`src/design/trp_pkg.sv`:
```
// Shared types, tag type codes and helper functions for the tag record parser.
package trp_pkg;

	localparam int unsigned TRP_QDEPTH = 4;

	localparam logic [6:0] TY_HASH    = 7'h01;
	localparam logic [6:0] TY_STR     = 7'h02;
	localparam logic [6:0] TY_U32     = 7'h03;
	localparam logic [6:0] TY_BOOL    = 7'h05;
	localparam logic [6:0] TY_BARR    = 7'h06;
	localparam logic [6:0] TY_BLOB    = 7'h07;
	localparam logic [6:0] TY_U16     = 7'h08;
	localparam logic [6:0] TY_U8      = 7'h09;
	localparam logic [6:0] TY_U64     = 7'h0B;
	localparam logic [6:0] SHORT_LO   = 7'h11;
	localparam logic [6:0] SHORT_HI   = 7'h26;
	localparam logic [6:0] SHORT_BASE = 7'h10;

	localparam logic [1:0] K_NAME  = 2'd0;
	localparam logic [1:0] K_BYTE  = 2'd1;
	localparam logic [1:0] K_WHOLE = 2'd2;
	localparam logic [1:0] K_NONE  = 2'd3;

	// A stream byte together with its reading as a type byte.
	typedef struct packed {
		logic [7:0] data_byte;
		logic       restart;
		logic [6:0] tag_type;
		logic [4:0] short_len;
		logic       has_id;
	} cls_t;

	function automatic logic unsupported(input logic [6:0] t);
		logic ok;
		ok = (t >= TY_HASH && t <= TY_U32) || (t >= TY_BOOL && t <= TY_U8) || (t == TY_U64);
		return !ok;
	endfunction

	// Index of the last byte of an integer value.
	function automatic logic [2:0] int_last_pos(input logic [6:0] t);
		logic [2:0] p;
		unique case (t)
			TY_U32:  p = 3'd3;
			TY_U16:  p = 3'd1;
			TY_U64:  p = 3'd7;
			default: p = 3'd0;
		endcase
		return p;
	endfunction

endpackage

```
`src/design/trp_in_if.sv`:
```
// Input channel carrying raw stream bytes.
interface trp_in_if;
	logic       valid;
	logic       ready;
	logic [7:0] data_byte;
	logic       restart;

	modport source (output valid, output data_byte, output restart, input ready);
	modport sink (input valid, input data_byte, input restart, output ready);
endinterface

```
`src/design/trp_out_if.sv`:
```
// Output channel carrying parsed results.
interface trp_out_if;
	logic        valid;
	logic        ready;
	logic [1:0]  kind;
	logic        status;
	logic [6:0]  tag_type;
	logic [7:0]  tag_id;
	logic [63:0] data_value;
	logic        tag_last;

	modport source (output valid, output kind, output status, output tag_type,
		output tag_id, output data_value, output tag_last, input ready);
	modport sink (input valid, input kind, input status, input tag_type,
		input tag_id, input data_value, input tag_last, output ready);
endinterface

```
`src/design/trp_front.sv`:
```
// Front stage: takes stream beats and decodes each byte as a possible type byte.
module trp_front (
	input  logic          clk,
	input  logic          arst_n,
	trp_in_if.sink        stream,
	output logic          cls_valid,
	input  logic          cls_ready,
	output trp_pkg::cls_t cls_data
);
	import trp_pkg::*;

	logic       vld_s1;
	cls_t       cls_s1;
	cls_t       cls_d;
	logic [6:0] t;

	assign t = stream.data_byte[6:0];

	always_comb begin
		cls_d.data_byte = stream.data_byte;
		cls_d.restart   = stream.restart;
		cls_d.has_id    = stream.data_byte[7];
		if (t >= SHORT_LO && t <= SHORT_HI) begin
			cls_d.tag_type  = TY_STR;
			cls_d.short_len = 5'(t - SHORT_BASE);
		end else begin
			cls_d.tag_type  = t;
			cls_d.short_len = '0;
		end
	end

	assign stream.ready = !vld_s1 || cls_ready;

	always_ff @(posedge clk or negedge arst_n) begin
		if (!arst_n) begin
			vld_s1 <= 1'b0;
		end else if (stream.valid && stream.ready) begin
			vld_s1 <= 1'b1;
		end else if (cls_ready) begin
			vld_s1 <= 1'b0;
		end
	end

	always_ff @(posedge clk) begin
		if (stream.valid && stream.ready) begin
			cls_s1 <= cls_d;
		end
	end

	assign cls_valid = vld_s1;
	assign cls_data  = cls_s1;

endmodule

```
`src/design/trp_fifo.sv`:
```
// Short queue between the front and back stages.
module trp_fifo #(
	parameter int unsigned WIDTH = 8,
	parameter int unsigned DEPTH = 4
) (
	input  logic             clk,
	input  logic             arst_n,
	input  logic             push_valid,
	output logic             push_ready,
	input  logic [WIDTH-1:0] push_data,
	output logic             pop_valid,
	input  logic             pop_ready,
	output logic [WIDTH-1:0] pop_data
);
	localparam int unsigned PW = (DEPTH > 1) ? $clog2(DEPTH) : 1;
	localparam int unsigned CW = $clog2(DEPTH + 1);

	logic [WIDTH-1:0] mem_q [DEPTH];
	logic [PW-1:0]    wr_ptr_q;
	logic [PW-1:0]    rd_ptr_q;
	logic [CW-1:0]    count_q;
	logic             do_push;
	logic             do_pop;

	assign push_ready = (count_q != CW'(DEPTH));
	assign pop_valid  = (count_q != '0);
	assign do_push    = push_valid && push_ready;
	assign do_pop     = pop_valid && pop_ready;
	assign pop_data   = mem_q[rd_ptr_q];

	always_ff @(posedge clk or negedge arst_n) begin
		if (!arst_n) begin
			wr_ptr_q <= '0;
			rd_ptr_q <= '0;
			count_q  <= '0;
		end else begin
			if (do_push) begin
				wr_ptr_q <= (wr_ptr_q == PW'(DEPTH - 1)) ? '0 : wr_ptr_q + 1'b1;
			end
			if (do_pop) begin
				rd_ptr_q <= (rd_ptr_q == PW'(DEPTH - 1)) ? '0 : rd_ptr_q + 1'b1;
			end
			if (do_push && !do_pop) begin
				count_q <= count_q + 1'b1;
			end else if (do_pop && !do_push) begin
				count_q <= count_q - 1'b1;
			end
		end
	end

	always_ff @(posedge clk) begin
		if (do_push) begin
			mem_q[wr_ptr_q] <= push_data;
		end
	end

endmodule

```
`src/design/trp_back.sv`:
```
// Back stage: the tag parse state machine and the result register.
module trp_back (
	input  logic          clk,
	input  logic          arst_n,
	input  logic          cls_valid,
	output logic          cls_ready,
	input  trp_pkg::cls_t cls_data,
	trp_out_if.source     result
);
	import trp_pkg::*;

	localparam logic [3:0] PH_TYPE   = 4'd0;
	localparam logic [3:0] PH_ID     = 4'd1;
	localparam logic [3:0] PH_NLEN   = 4'd2;
	localparam logic [3:0] PH_NID    = 4'd3;
	localparam logic [3:0] PH_NAME   = 4'd4;
	localparam logic [3:0] PH_VLEN   = 4'd5;
	localparam logic [3:0] PH_VINT   = 4'd6;
	localparam logic [3:0] PH_VBYTES = 4'd7;
	localparam logic [3:0] PH_SKIP   = 4'd8;

	logic [3:0]  phase_q, n_phase, ph;
	logic [6:0]  type_q, n_type;
	logic [7:0]  id_q, n_id;
	logic [4:0]  short_q, n_short;
	logic [31:0] rem_q, n_rem, rem_dec;
	logic [2:0]  pos_q, n_pos;
	logic [63:0] acc_q, n_acc, acc_or;

	logic        sv_ends;
	logic [3:0]  sv_phase;
	logic [31:0] sv_rem;

	logic        emit;
	logic [1:0]  e_kind;
	logic [63:0] e_value;
	logic        e_last;

	logic [15:0] len16;
	logic [31:0] len32;
	logic        fire;

	logic        ov_q;
	logic [1:0]  kind_q;
	logic        status_q;
	logic [6:0]  tag_type_q;
	logic [7:0]  tag_id_q;
	logic [63:0] value_q;
	logic        last_q;

	assign cls_ready = !ov_q || result.ready;
	assign fire      = cls_valid && cls_ready;

	// Set-up of the value once the header is complete.
	always_comb begin
		sv_ends  = 1'b0;
		sv_rem   = '0;
		sv_phase = PH_VINT;
		if (unsupported(type_q)) begin
			sv_ends  = 1'b1;
			sv_phase = PH_TYPE;
		end else if (type_q == TY_HASH) begin
			sv_rem   = 32'd16;
			sv_phase = PH_VBYTES;
		end else if (type_q == TY_STR && short_q != '0) begin
			sv_rem   = {27'd0, short_q};
			sv_phase = PH_VBYTES;
		end else if (type_q == TY_STR || type_q == TY_BARR || type_q == TY_BLOB) begin
			sv_phase = PH_VLEN;
		end
	end

	assign acc_or  = acc_q | ({56'd0, cls_data.data_byte} << {pos_q, 3'b000});
	assign rem_dec = rem_q - 32'd1;
	assign len16   = {cls_data.data_byte, rem_q[7:0]};
	assign len32   = acc_or[31:0];
	assign ph      = cls_data.restart ? PH_TYPE : phase_q;

	always_comb begin
		n_phase = ph;
		n_type  = type_q;
		n_id    = id_q;
		n_short = short_q;
		n_rem   = rem_q;
		n_pos   = pos_q;
		n_acc   = acc_q;
		emit    = 1'b0;
		e_kind  = K_NONE;
		e_value = '0;
		e_last  = 1'b0;
		unique case (ph)
			PH_TYPE: begin
				n_id    = '0;
				n_rem   = '0;
				n_pos   = '0;
				n_acc   = '0;
				n_type  = cls_data.tag_type;
				n_short = cls_data.short_len;
				n_phase = cls_data.has_id ? PH_ID : PH_NLEN;
			end
			PH_ID, PH_NID: begin
				n_id    = cls_data.data_byte;
				n_acc   = '0;
				n_pos   = '0;
				n_short = '0;
				n_rem   = sv_rem;
				n_phase = sv_phase;
				emit    = sv_ends;
				e_last  = 1'b1;
			end
			PH_NLEN: begin
				if (pos_q == 3'd0) begin
					n_rem = {24'd0, cls_data.data_byte};
					n_pos = 3'd1;
				end else begin
					n_pos = '0;
					n_rem = {16'd0, len16};
					if (len16 == 16'd1) begin
						n_phase = PH_NID;
					end else if (len16 == 16'd0) begin
						n_acc   = '0;
						n_short = '0;
						n_rem   = sv_rem;
						n_phase = sv_phase;
						emit    = sv_ends;
						e_last  = 1'b1;
					end else begin
						n_phase = PH_NAME;
					end
				end
			end
			PH_NAME: begin
				n_rem   = rem_dec;
				emit    = 1'b1;
				e_kind  = K_NAME;
				e_value = {56'd0, cls_data.data_byte};
				if (rem_q == 32'd1) begin
					n_acc   = '0;
					n_pos   = '0;
					n_short = '0;
					n_rem   = sv_rem;
					n_phase = sv_phase;
					e_last  = sv_ends;
				end
			end
			PH_VLEN: begin
				n_acc = acc_or;
				if (pos_q != ((type_q == TY_BLOB) ? 3'd3 : 3'd1)) begin
					n_pos = pos_q + 3'd1;
				end else begin
					n_acc = '0;
					n_pos = '0;
					if (type_q == TY_BARR) begin
						// A bool array skips count/8+1 bytes.
						n_rem   = {3'd0, len32[31:3]} + 32'd1;
						n_phase = PH_SKIP;
					end else if (len32 == '0) begin
						n_phase = PH_TYPE;
						emit    = 1'b1;
						e_last  = 1'b1;
					end else begin
						n_rem   = len32;
						n_phase = PH_VBYTES;
					end
				end
			end
			PH_VINT: begin
				if (pos_q != int_last_pos(type_q)) begin
					n_acc = acc_or;
					n_pos = pos_q + 3'd1;
				end else begin
					n_acc   = '0;
					n_pos   = '0;
					n_phase = PH_TYPE;
					emit    = 1'b1;
					e_kind  = K_WHOLE;
					e_last  = 1'b1;
					if (type_q == TY_BOOL) begin
						e_value = {63'd0, acc_or == 64'd1};
					end else begin
						e_value = acc_or;
					end
				end
			end
			PH_VBYTES: begin
				n_rem   = rem_dec;
				emit    = 1'b1;
				e_kind  = K_BYTE;
				e_value = {56'd0, cls_data.data_byte};
				e_last  = (rem_q == 32'd1);
				if (rem_q == 32'd1) begin
					n_phase = PH_TYPE;
				end
			end
			PH_SKIP: begin
				n_rem = rem_dec;
				if (rem_q == 32'd1) begin
					n_phase = PH_TYPE;
					emit    = 1'b1;
					e_last  = 1'b1;
				end
			end
			default: begin
				n_phase = PH_TYPE;
			end
		endcase
	end

	always_ff @(posedge clk or negedge arst_n) begin
		if (!arst_n) begin
			phase_q <= PH_TYPE;
			type_q  <= '0;
			id_q    <= '0;
			short_q <= '0;
			rem_q   <= '0;
			pos_q   <= '0;
			acc_q   <= '0;
			ov_q    <= 1'b0;
		end else begin
			if (fire) begin
				phase_q <= n_phase;
				type_q  <= n_type;
				id_q    <= n_id;
				short_q <= n_short;
				rem_q   <= n_rem;
				pos_q   <= n_pos;
				acc_q   <= n_acc;
			end
			if (fire && emit) begin
				ov_q <= 1'b1;
			end else if (result.ready) begin
				ov_q <= 1'b0;
			end
		end
	end

	always_ff @(posedge clk) begin
		if (fire && emit) begin
			kind_q     <= e_kind;
			status_q   <= unsupported(type_q);
			tag_type_q <= type_q;
			tag_id_q   <= n_id;
			value_q    <= e_value;
			last_q     <= e_last;
		end
	end

	assign result.valid      = ov_q;
	assign result.kind       = kind_q;
	assign result.status     = status_q;
	assign result.tag_type   = tag_type_q;
	assign result.tag_id     = tag_id_q;
	assign result.data_value = value_q;
	assign result.tag_last   = last_q;

endmodule

```
`src/design/tag_record_parser_top.sv`:
```
// Top level of the typed tag record parser.
// The parser takes one stream byte per beat and sustains one byte per clock cycle:
// every byte needs a single update of the parse state in the back stage, so the
// rate is one beat per cycle while the result side keeps taking beats. A byte
// passes a decode register in the front stage, a queue of QUEUE_DEPTH entries and
// the parse state machine, and its result, if it has one, is held in the output
// register. Header bytes, length bytes and the bytes of integers still being built
// give no result unless the tag ends on them; each result carries the tag type, id
// and status of the tag that it belongs to.
// A beat with restart set drops any partial tag and is read as a type byte.
module tag_record_parser_top #(
	parameter int unsigned QUEUE_DEPTH = trp_pkg::TRP_QDEPTH
) (
	input  logic      clk,
	input  logic      arst_n,
	trp_in_if.sink    stream,
	trp_out_if.source result
);
	import trp_pkg::*;

	logic cls_valid_f;
	logic cls_ready_f;
	cls_t cls_data_f;
	logic cls_valid_b;
	logic cls_ready_b;
	cls_t cls_data_b;

	trp_front u_front (
		.clk       (clk),
		.arst_n    (arst_n),
		.stream    (stream),
		.cls_valid (cls_valid_f),
		.cls_ready (cls_ready_f),
		.cls_data  (cls_data_f)
	);

	trp_fifo #(
		.WIDTH ($bits(cls_t)),
		.DEPTH (QUEUE_DEPTH)
	) u_fifo (
		.clk        (clk),
		.arst_n     (arst_n),
		.push_valid (cls_valid_f),
		.push_ready (cls_ready_f),
		.push_data  (cls_data_f),
		.pop_valid  (cls_valid_b),
		.pop_ready  (cls_ready_b),
		.pop_data   (cls_data_b)
	);

	trp_back u_back (
		.clk       (clk),
		.arst_n    (arst_n),
		.cls_valid (cls_valid_b),
		.cls_ready (cls_ready_b),
		.cls_data  (cls_data_b),
		.result    (result)
	);

endmodule

```
`src/flat_wrapper.sv`:
```
// flat-port wrapper written by rule: the top's interface ports become plain ports
module tag_record_parser_top_flat import trp_pkg::*;
#(
	parameter int unsigned QUEUE_DEPTH = trp_pkg::TRP_QDEPTH
)
  (clk, arst_n, stream_valid, stream_data_byte, stream_restart, stream_ready, result_valid, result_kind, result_status, result_tag_type, result_tag_id, result_data_value, result_tag_last, result_ready);
  trp_in_if stream_i ();
  trp_out_if result_i ();
  input  logic clk;
  input  logic arst_n;
  input wire logic [$bits(stream_i.valid)-1:0] stream_valid;
  input wire logic [$bits(stream_i.data_byte)-1:0] stream_data_byte;
  input wire logic [$bits(stream_i.restart)-1:0] stream_restart;
  output wire logic [$bits(stream_i.ready)-1:0] stream_ready;
  output wire logic [$bits(result_i.valid)-1:0] result_valid;
  output wire logic [$bits(result_i.kind)-1:0] result_kind;
  output wire logic [$bits(result_i.status)-1:0] result_status;
  output wire logic [$bits(result_i.tag_type)-1:0] result_tag_type;
  output wire logic [$bits(result_i.tag_id)-1:0] result_tag_id;
  output wire logic [$bits(result_i.data_value)-1:0] result_data_value;
  output wire logic [$bits(result_i.tag_last)-1:0] result_tag_last;
  input wire logic [$bits(result_i.ready)-1:0] result_ready;
  assign stream_i.valid = stream_valid;
  assign stream_i.data_byte = stream_data_byte;
  assign stream_i.restart = stream_restart;
  assign stream_ready = stream_i.ready;
  assign result_valid = result_i.valid;
  assign result_kind = result_i.kind;
  assign result_status = result_i.status;
  assign result_tag_type = result_i.tag_type;
  assign result_tag_id = result_i.tag_id;
  assign result_data_value = result_i.data_value;
  assign result_tag_last = result_i.tag_last;
  assign result_i.ready = result_ready;
  tag_record_parser_top #(.QUEUE_DEPTH(QUEUE_DEPTH)) u_core (.clk(clk), .arst_n(arst_n), .stream(stream_i), .result(result_i));
endmodule
```
`config.mk`:
```
export PLATFORM = sky130hd
export DESIGN_NAME = tag_record_parser_top_flat
export DESIGN_NICKNAME = d
export VERILOG_FILES = /design/src/design/trp_pkg.sv /design/src/design/trp_in_if.sv /design/src/design/trp_out_if.sv /design/src/design/trp_front.sv /design/src/design/trp_fifo.sv /design/src/design/trp_back.sv /design/src/design/tag_record_parser_top.sv /design/src/flat_wrapper.sv
export SDC_FILE = /design/constraint.sdc
export NUM_CORES = 1
export LEC_CHECK = 0
export ABC_AREA = 0
export BUFFER_PORTS_ARGS = -buffer_cell sky130_fd_sc_hd__buf_2
export CORE_AREA = 4 4 171 173
export DETAILED_ROUTE_END_ITERATION = 6
export DIE_AREA = 0 0 175 177
export MAX_ROUTING_LAYER = met4
export PLACE_DENSITY = 0.76
export SYNTH_ARGS = -nofsm -noshare
export SYNTH_HDL_FRONTEND = slang
export SYNTH_SLANG_ARGS = --single-unit
export TNS_END_PERCENT = 5
```
`constraint.sdc`:
```
create_clock -name clk -period 7.5 [get_ports clk]
set_clock_uncertainty 0.15 [all_clocks]
set_input_delay 1.5 -clock clk [delete_from_list [all_inputs] [get_ports clk]]
set_output_delay 1.5 -clock clk [all_outputs]
set_load 0.01 [all_outputs]
```
# After elaboration in Yosys (flattened, before gate mapping)

Memory sizes are Yosys's and may differ from the RTL's.
Index checks and enable logic that the tools add are counted.

Memories: 1
Input port bits: 13
Output and inout bits: 85
Word-level logic and storage cells: 194
Register bits after elaboration: 237
RAM bits: 88

Bitwise logic cells: 1
Multiplexer cells: 78
Magnitude comparators: 6
Shifts and indexed selects: 1
Eq/ne operators: 32
$add $sub $neg: 8
Reductions and logical operators: 43

Memories:

| name                | depth | bits a word | read ports | clocked after memory_dff | wr ports | RTL line       | RTL |
|---|---|---|---|---|---|---|---|
| u_core.u_fifo.mem_q | 4     | 22          | 1          | 0                        | 1        | trp_fifo.sv:18 | `logic [WIDTH-1:0] mem_q [DEPTH];` |

Operators by type and width:

| operator              | number |
|---|---|
| $mux 64               | 8 |
| $pmux 64 s5           | 1 |
| $mux 32               | 7 |
| $pmux 32 s6           | 1 |
| $pmux 64 s2           | 1 |
| $eq 64x1->1 const B   | 1 |
| $or 64x64->64         | 1 |
| $shl 8x6->64          | 1 |
| $mux 4                | 9 |
| $mux 5                | 7 |
| $eq 32x1->1 const B   | 1 |
| $logic_not 32->1      | 1 |
| $sub 32x1->32 const B | 1 |
| $add 29x1->30 const B | 1 |
| $pmux 4 s7            | 1 |
| $mux 3                | 8 |
| $eq 7x3->1 const B    | 3 |
| $mux 1                | 21 |
| $pmux 5 s4            | 1 |
| $reduce_and 6->1      | 3 |
| $eq 16x1->1 const B   | 1 |
| $eq 4x3->1 const B    | 4 |
| $logic_not 16->1      | 1 |
| $pmux 8 s2            | 1 |
| other kinds (42)      | 84 |

# Longest topological paths before layout

Gate-level depths: netlist (run 1).

Depth in word-level cells: 11
Mapped depth: 13
Gate-level depth less buffers: 10

# By module

From an unflattened synthesis (run 1), not the netlist that was laid out.

Cells, all modules: 1367
Area total of the unflattened synthesis: 15650.0 um^2

By module, submodules not included:

| module    | area an instance (um^2) | sequential area each (um^2) | instances | cells each |
|---|---|---|---|---|
| trp_back  | 11178.2                 | 5595.4                      | 1         | 1170 |
| trp_fifo  | 3651.0                  | 2817.7                      | 1         | 152 |
| trp_front | 820.8                   | 655.6                       | 1         | 45 |

# Worst setup path after synthesis (run 1)

No wires, ideal clock.

Path kind: flip-flop to flip-flop
From: reg u_core.u_fifo.rd_ptr_q[0]
To: reg u_core.u_back.value_q[0] (netlist: u_core.u_back.result.data_value[0]) (enable)
Required time: 6777 ps
Setup time: 573 ps
Cell stages (with the launch flop): 10
Path buffers: 2
Data arrival time: 6781 ps
Slack: -4 ps
Period minus slack after synthesis: 7504 ps
Cells stage by stage: dfrtp_1 -> buf_4 -> buf_8 -> mux4_2 -> or4_1 -> nor2_1 -> nand3_1 -> nand2_1 -> nand2_1 -> a41oi_1

Word-level cells in the longest chain between the ends: 9
Elaborated cells between the ends (all ways): 25
Classes of those cells: eq/ne: 9; shift: 1; mux: 8; bitwise: 1; reduce/logical: 5; memory: 1

Ends and longest elaborated chain:

| what                     | RTL line        | RTL |
|---|---|---|
| start: declaration       | trp_fifo.sv:20  | `logic [PW-1:0] rd_ptr_q;` |
| start signal: assignment | trp_fifo.sv:41  | `rd_ptr_q <= (rd_ptr_q == PW'(DEPTH - 1)) ? '0 : rd_ptr_q + 1'b1;` |
| $mem_v2 4x22 (*)         | -               |  |
| $shl 8x6->64             | trp_back.sv:73  | `assign acc_or = acc_q \| ({56'd0, cls_data.data_byte} << {pos_q, 3'b000});` |
| $or 64x64->64            | trp_back.sv:73  |  |
| $logic_not 32->1         | trp_back.sv:157 | `end else if (len32 == '0) begin` |
| $mux 1                   | trp_back.sv:157 |  |
| $mux 1                   | trp_back.sv:153 | `if (type_q == TY_BARR) begin` |
| $mux 1                   | trp_back.sv:148 | `if (pos_q != ((type_q == TY_BLOB) ? 3'd3 : 3'd1)) begin` |
| $pmux 1 s6 (*)           | trp_back.sv:91  | `unique case (ph)` |
| $logic_and 1x1->1 (*)    | trp_back.sv:238 | `if (fire && emit) begin` |
| end signal: assignment   | trp_back.sv:243 | `value_q <= e_value;` |
| end: declaration         | trp_back.sv:48  | `logic [63:0] value_q;` |

Every way passes the cells marked *; elsewhere a longest branch is shown, timed or not.
A chain may end at the register's enable or synchronous reset.

# Final worst setup path (run 1)

From: reg u_core.u_fifo.rd_ptr_q[0]
To: reg u_core.u_back.rem_q[28]

Word-level cells in the longest chain between the ends: 7
Elaborated cells between the ends (all ways): 27
Classes of those cells: add/sub: 1; eq/ne: 10; shift: 1; mux: 7; bitwise: 1; reduce/logical: 6; memory: 1

Ends and longest elaborated chain:

| what                                            | RTL line                         | RTL |
|---|---|---|
| $mem_v2 4x22 (*)                                | -                                |  |
| $shl 8x6->64                                    | trp_back.sv:73                   |  |
| $or 64x64->64                                   | trp_back.sv:73                   |  |
| $add 29x1->30 / $mux 32 (equally long branches) | trp_back.sv:155, trp_back.sv:157 |  |
| $mux 32                                         | trp_back.sv:153                  |  |
| $mux 32                                         | trp_back.sv:148                  |  |
| $pmux 32 s6                                     | trp_back.sv:91                   |  |
| end signal: assignment                          | trp_back.sv:225                  | `rem_q <= n_rem;` |
| end: declaration                                | trp_back.sv:26                   | `logic [31:0] rem_q, n_rem, rem_dec;` |

Every way passes the cells marked *; elsewhere a longest branch is shown, timed or not. The select of a mux whose other input is x is not followed.

==> results of run 1 <==
-- worst paths after layout --
path / start / endpoint / slack [ns] / cells past startpoint
max: u_core.u_fifo.rd_ptr_q[0] / u_core.u_back.rem_q[28] / 2.71 / 9
min: u_core.u_back.acc_q[10] / u_core.u_back.acc_q[10] / 0.33 / 2
max reg2reg: u_core.u_fifo.rd_ptr_q[0] / u_core.u_back.rem_q[28] / 2.71 / 9
max in group asynchronous: arst_n / u_core.u_back.type_q[4] / 5.05 / 2
min reg2reg: u_core.u_back.acc_q[10] / u_core.u_back.acc_q[10] / 0.33 / 2
min in group asynchronous: arst_n / u_core.u_back.acc_q[18] / 0.81 / 1
-- cell families after synthesis --
logic type	after synthesis	synth area share
flops	320	0.5914
simple gates	477	0.1567
compound gates	344	0.1353
mux	45	0.04862
fa+ha+maj	12	0.01042
xor+xnor	44	0.02547
buf+inv	115	0.03208
-- sequential cells by signal, indices dropped and copies added (netlist names) --
signal	cells
u_core.u_back.result.data_value	64
u_core.u_back.short_q	5
u_core.u_fifo.wr_ptr_q	2
u_core.u_back.result.status	1
u_core.u_fifo.mem_q	84
u_core.u_front.cls_valid	1
u_core.u_fifo.rd_ptr_q	2
u_core.u_back.result.valid	1
u_core.u_back.acc_q	64
u_core.u_back.pos_q	3
u_core.u_back.result.kind	2
u_core.u_back.result.tag_type	7
u_core.u_fifo.count_q	3
u_core.u_back.id_q	8
u_core.u_back.result.tag_id	8
u_core.u_back.result.tag_last	1
u_core.u_front.cls_data	21
u_core.u_back.rem_q	32
u_core.u_back.type_q	7
u_core.u_back.phase_q	4
-- critical path, stage by stage, from the launching register on --
cell	delay (ns)
dfrtp_1	0.69
mux4_2	0.81
a21oi_1	0.70
and4_1	0.33
o311ai_1	0.22
o41ai_4	1.09
buf_4	0.39
a211oi_1	0.07
o21ai_1	0.11
nand3_1	0.09
-- where the power goes --
part	internal, W	switching [W]	total (W)
logic	0.000989	0.00200	0.00299
clock network	0.00102	0.000682	0.00170
registers	0.00227	0.000256	0.00252
total	0.00427	0.00294	0.00722
-- synthesized netlist by cell type, types with 30 or more instances --
cell type,instances,area share
a21oi_1,140,0.046
clkbuf_1,54,0.013
dfrtp_1,132,0.22
edfxtp_1,188,0.37
inv_1,31,0.0077
nand2_1,104,0.026
nand3_1,31,0.010
nor2_1,156,0.039
nor3_1,37,0.012
nor4_1,31,0.013
o21ai_0,77,0.025
o31ai_1,36,0.018
xnor2_1,30,0.017
-- stage by stage --
stage,instances,cell area [um^2]
after floorplan,1357,15140
after global placement,1769,15940
after detailed placement,1769,15940
after CTS,1831,17090
after global routing,1831,17090
final,1831,17090
-- cells in the final DEF, fill, tap and decap left out, drive strengths merged, types with 13 or more instances in the layout --
master	count
edfxtp	188
nor2	156
a21oi	140
dfrtp	132
buf	117
nand2	104
o21ai	81
clkbuf	44
nor3	42
o31ai	36
inv	34
nor4	32
nand3	31
xnor2	30
mux4	21
o22ai	21
mux2	18
or3	17
xor2	14
or4	14
and2	13
nand2b	13
nor2b	13
-- layer usage --
layer | wire length [um] | vias up | part of all wire
met5 | 0 | - | 0
met4 | 1408 | 0 | 0.037
met3 | 3149 | 116 | 0.082
met2 | 17900 | 601 | 0.47
met1 | 16030 | 5535 | 0.42
li1 | - | 5181 | -
-- final cells by class --
class / instances / area share
Inverter: 32 / 0.007030
Timing Repair Buffer: 117 / 0.03830
Clock inverter: 18 / 0.01120
Sequential cell: 320 / 0.5237
Clock buffer: 44 / 0.05617
Tap cell: 378 / 0.02768
Multi-Input combinational cell: 922 / 0.3359
==> flow_summary.ini, run 1 <==
[status]
outcome = completed

[synthesis]
synth.distinct_cells = 71
synth_nets = 1382
ys.flop_type = edfxtp_1
netlist_area_um2 = 15130
syn_avg_cell_area_um2 = 11.15
yosysWarnings = 0
syn_inst = 1357
synth-edff-count = 188
synth-seq-cells = 320
async_flop_share = 0.4125
ys_seq_area_frac = 0.5914

[clock_network]
cts-root-buf = clkbuf_16
postCtsSetupBuffers = 0
cts_made_buffers = 34
clock_latency_ns = 0.52
ctsHoldBuffers = 0
ctsResizeCount = 0
cts_tree = built
cts.path.max_buffers = 3
path_clk_slew_ns = 0.06
cts_max_level = 2
clock_sinks = 320

[drt]
vias = 11430
wl_per_cell_um = 21.02
postRouteAntennaNets = 0
wl_um = 38490
drt_iter0_drc = 1555
drt_drc_violations_left = 0
vias_per_cell = 6.244
dr.pass1.iters = 7

[power_and_ir_drop]
ir_drop_mv = 0.2127
powerDensity_nw_per_um2 = 422.4
p_total_w = 0.007217
power_leakage_nw = 6.358

[sta]
period_share = 0.6390
tightest_slew_ns = 1.198
holdWs_ns = 0.3325
final_hold_viol_count = 0
slew_headroom = 0.1984
maxSlewViolCount = 0
fin_ws_ns = 2.708
rsz0062_at_grt = no
fmax_ghz = 0.2087
fin_crit_ns = 4.792
setup_tns_ns = 0
setup_viol = 0

[global_routing]
use_met1 = 0.3558
grt_pass1_wl_um = 62130
grt_usage = 0.2600
grt.busiest_layer = met2
first_global_vias = 11020
grt-ovfl-total = 0
antenna_found_initial = 1
globalRouteMet2Util = 0.3995
grt_util_met3 = 0.04251
grt_max_degree = 73

[floorplan]
row_count = 61
die_area_um2 = 30980
io_pins = 98
start_util = 0.5476
die-height_um = 177
die_w_um = 175
core_area_um2 = 27630

[setup_path]
crit_required_ns = 7.73
path_max_fanout = 27
critPathArrivalTime_ns = 5.03
start_kind = flip-flop
endpoint_kind = flip-flop
path_class = flip-flop to flip-flop

[worst_hold_path]
hold_class = flip-flop to flip-flop

[finish]
antenna_cells = 0
layout.area.seq_um2 = 8949
post-route-util = 0.6184
drive_above_1_share = 0.1631
fillers = 2211
layout.nets = 1452
area_delta_synth_final_pct = 12.92
multiInputGateArea_um2 = 5739

[placement]
routabilityCongestion = 0.9765
io_buffers = 97
dp_hpwl_um = 26300
dpl_worst_slack_ns = 2.819

[job]
cap_violations = 0
Note: power is estimated with default switching activity, not from simulation.
==> run 2, diff against run 1 <==
--- a/config.mk
+++ b/config.mk
@@ -7,9 +7,9 @@
 export LEC_CHECK = 0
 export ABC_AREA = 0
 export BUFFER_PORTS_ARGS = -buffer_cell sky130_fd_sc_hd__buf_2
-export CORE_AREA = 4 4 171 173
+export CORE_AREA = 4 4 167 169
 export DETAILED_ROUTE_END_ITERATION = 6
-export DIE_AREA = 0 0 175 177
+export DIE_AREA = 0 0 171 173
 export MAX_ROUTING_LAYER = met4
 export PLACE_DENSITY = 0.76
 export SYNTH_ARGS = -nofsm -noshare
==> constraint.sdc (replaced) <==
create_clock -name clk -period 4.8 [get_ports clk]
set_clock_uncertainty 0.15 [all_clocks]
set_input_delay 0.96 -clock clk [delete_from_list [all_inputs] [get_ports clk]]
set_output_delay 0.96 -clock clk [all_outputs]
set_load 0.01 [all_outputs]
==> run 2 against run 1 <==
Final area up 0.83%. Power up 57%. Die area down 4.5%. Global-route usage up 0.94 points. Critical path depth down 2. Via count up 1.1%. Maximum frequency up 14%. Flip-flop and latch count unchanged. Clock power up 56%. Critical path type unchanged. Critical endpoint is now u_core.u_back.acc_q[14].
==> flow_summary.ini, run 2 (synthesis gave the netlist of run 1 again) <==
[drt]
drt_drc_violations_left = 0
wl_per_cell_um = 21.41
drt_iter0_drc = 1508
dr.pass1.iters = 6
vias = 11550
postRouteAntennaNets = 0
wl_um = 38980
vias_per_cell = 6.345

[sta]
setup_viol = 0
fmax_ghz = 0.2378
final_hold_viol_count = 0
holdWs_ns = 0.3332
fin_crit_ns = 4.205
tightest_slew_ns = 1.265
maxSlewViolCount = 0
rsz0062_at_grt = no
period_share = 0.8760
slew_headroom = 0.1568
setup_tns_ns = 0

[global_routing]
grt_pass1_wl_um = 61720
first_global_vias = 11240
grt-ovfl-total = 0
antenna_found_initial = 0
grt_usage = 0.2694
grt_max_degree = 89

[clock_network]
postCtsSetupBuffers = 0
ctsResizeCount = 0
path_clk_slew_ns = 0.06
clock_sinks = 320
cts.path.max_buffers = 3
cts-root-buf = clkbuf_16
clock_latency_ns = 0.52
ctsHoldBuffers = 0
cts_made_buffers = 34
cts_tree = built
cts_max_level = 2

[floorplan]
die_area_um2 = 29580
die-height_um = 173
die_w_um = 171
io_pins = 98
core_area_um2 = 26580
start_util = 0.5694
row_count = 60

[finish]
final_common_cell = edfxtp_1
antenna_cells = 0
regMostFlops = u_core.u_fifo.mem_q
largest_reg_flops = 84
layout.nets = 1479
final_cell_mix = edfxtp_1 (188), nor2_1 (156), a21oi_1 (139), dfrtp_1 (132), nand2_1 (103)
fillers = 2019
drive_above_1_share = 0.1736
area_delta_synth_final_pct = 13.87

[setup_path]
r2r_slack_ns = 0.60
endpoint_kind = flip-flop
path_class = flip-flop to flip-flop
cpPeakStageDelay_ns = 0.83
path_delay_family = simple AND/OR/NAND/NOR gates
critPathArrivalTime_ns = 4.46
crit_buf_inv = 1
crit_required_ns = 5.05
path_max_fanout = 57
start_kind = flip-flop
crit_slowest_cell = mux4_2
path_cells = mux4_2 -> or4_1 -> nand4b_1 -> a221o_1 -> or2_2 -> buf_4 -> o31ai_1

[power_and_ir_drop]
power_leakage_nw = 6.462
powerDensity_nw_per_um2 = 659.0
ir_drop_mv = 0.4019

[placement]
dp_hpwl_um = 26410
routabilityCongestion = 0.9137
io_buffers = 97

[job]
cap_violations = 0

[status]
outcome = completed

[worst_hold_path]
hold_class = flip-flop to flip-flop
[run 2: changes by cell type in the layout (fill, tap and decap cells not counted), moves of 2 or more]
cell / previous run / this run
buf_4: 19 / 46
clkbuf_8: 5 / 1
clkinv_1: 4 / 8
clkinv_2: 7 / 3
clkbuf_1: 4 / 7
clkbuf_16: 35 / 37
[run 2: power breakdown]
group,leakage (nW),internal (W),switching [W]
registers,3.56,0.00354,0.000389
clock network,0.545,0.00158,0.00106
logic,2.36,0.00164,0.00314
total,6.46,0.00676,0.00459
[run 2: per-layer routing]
| layer | global-route usage | routed length (um) | vias to the layer above |
|---|---|---|---|
| met5 | - | 0 | - |
| met4 | 0.09574 | 1285 | 0 |
| met3 | 0.05578 | 3565 | 113 |
| met2 | 0.4163 | 18730 | 614 |
| met1 | 0.3574 | 15400 | 5592 |
| li1 | - | - | 5235 |
[run 2: worst paths after layout]
kind | startpoint | to | cells past startpoint
min in group asynchronous | arst_n | u_core.u_back.acc_q[21] | 1
setup / recovery | u_core.u_fifo.rd_ptr_q[0] | u_core.u_back.acc_q[14] | 7
max in group asynchronous | arst_n | u_core.u_back.type_q[4] | 2
hold reg to reg | u_core.u_back.acc_q[16] | u_core.u_back.acc_q[16] | 2
setup reg to reg | u_core.u_fifo.rd_ptr_q[0] | u_core.u_back.acc_q[14] | 7
hold / removal | u_core.u_back.acc_q[16] | u_core.u_back.acc_q[16] | 2
[run 2: stage by stage]
step                setup slack, ns  utilization  instance area [um^2]  cells  total power (W)
floorplan                    0.2709            -                 15150   1357         0.007283
global placement             0.7017       0.6058                 16100   1759         0.008524
detailed placement           0.5928       0.6058                 16100   1759         0.008645
CTS                          0.5553       0.6483                 17230   1821          0.01132
global route                 0.2858       0.6483                 17230   1821          0.01199
finish                       0.5952       0.6483                 17230   1821          0.01135
[run 2: area by class of cell]
class	instances	area [um^2]	area share
flip-flops and latches	320	8949	0.5194
multi-input cells	922	5747	0.3336
clock buffers	45	965.9	0.05606
repair buffers	144	857.1	0.04975
well taps	341	426.7	0.02476
clock inverters	17	163.9	0.009513
inverters	32	120.1	0.006972
[run 2: worst register-to-register path, cell delays in order, from the launching register on]
cell      delay [ns]
dfrtp_1         0.72
mux4_2          0.83
or4_1           0.67
nand4b_1        0.21
a221o_1         0.33
or2_2           0.46
buf_4           0.36
o31ai_1         0.36
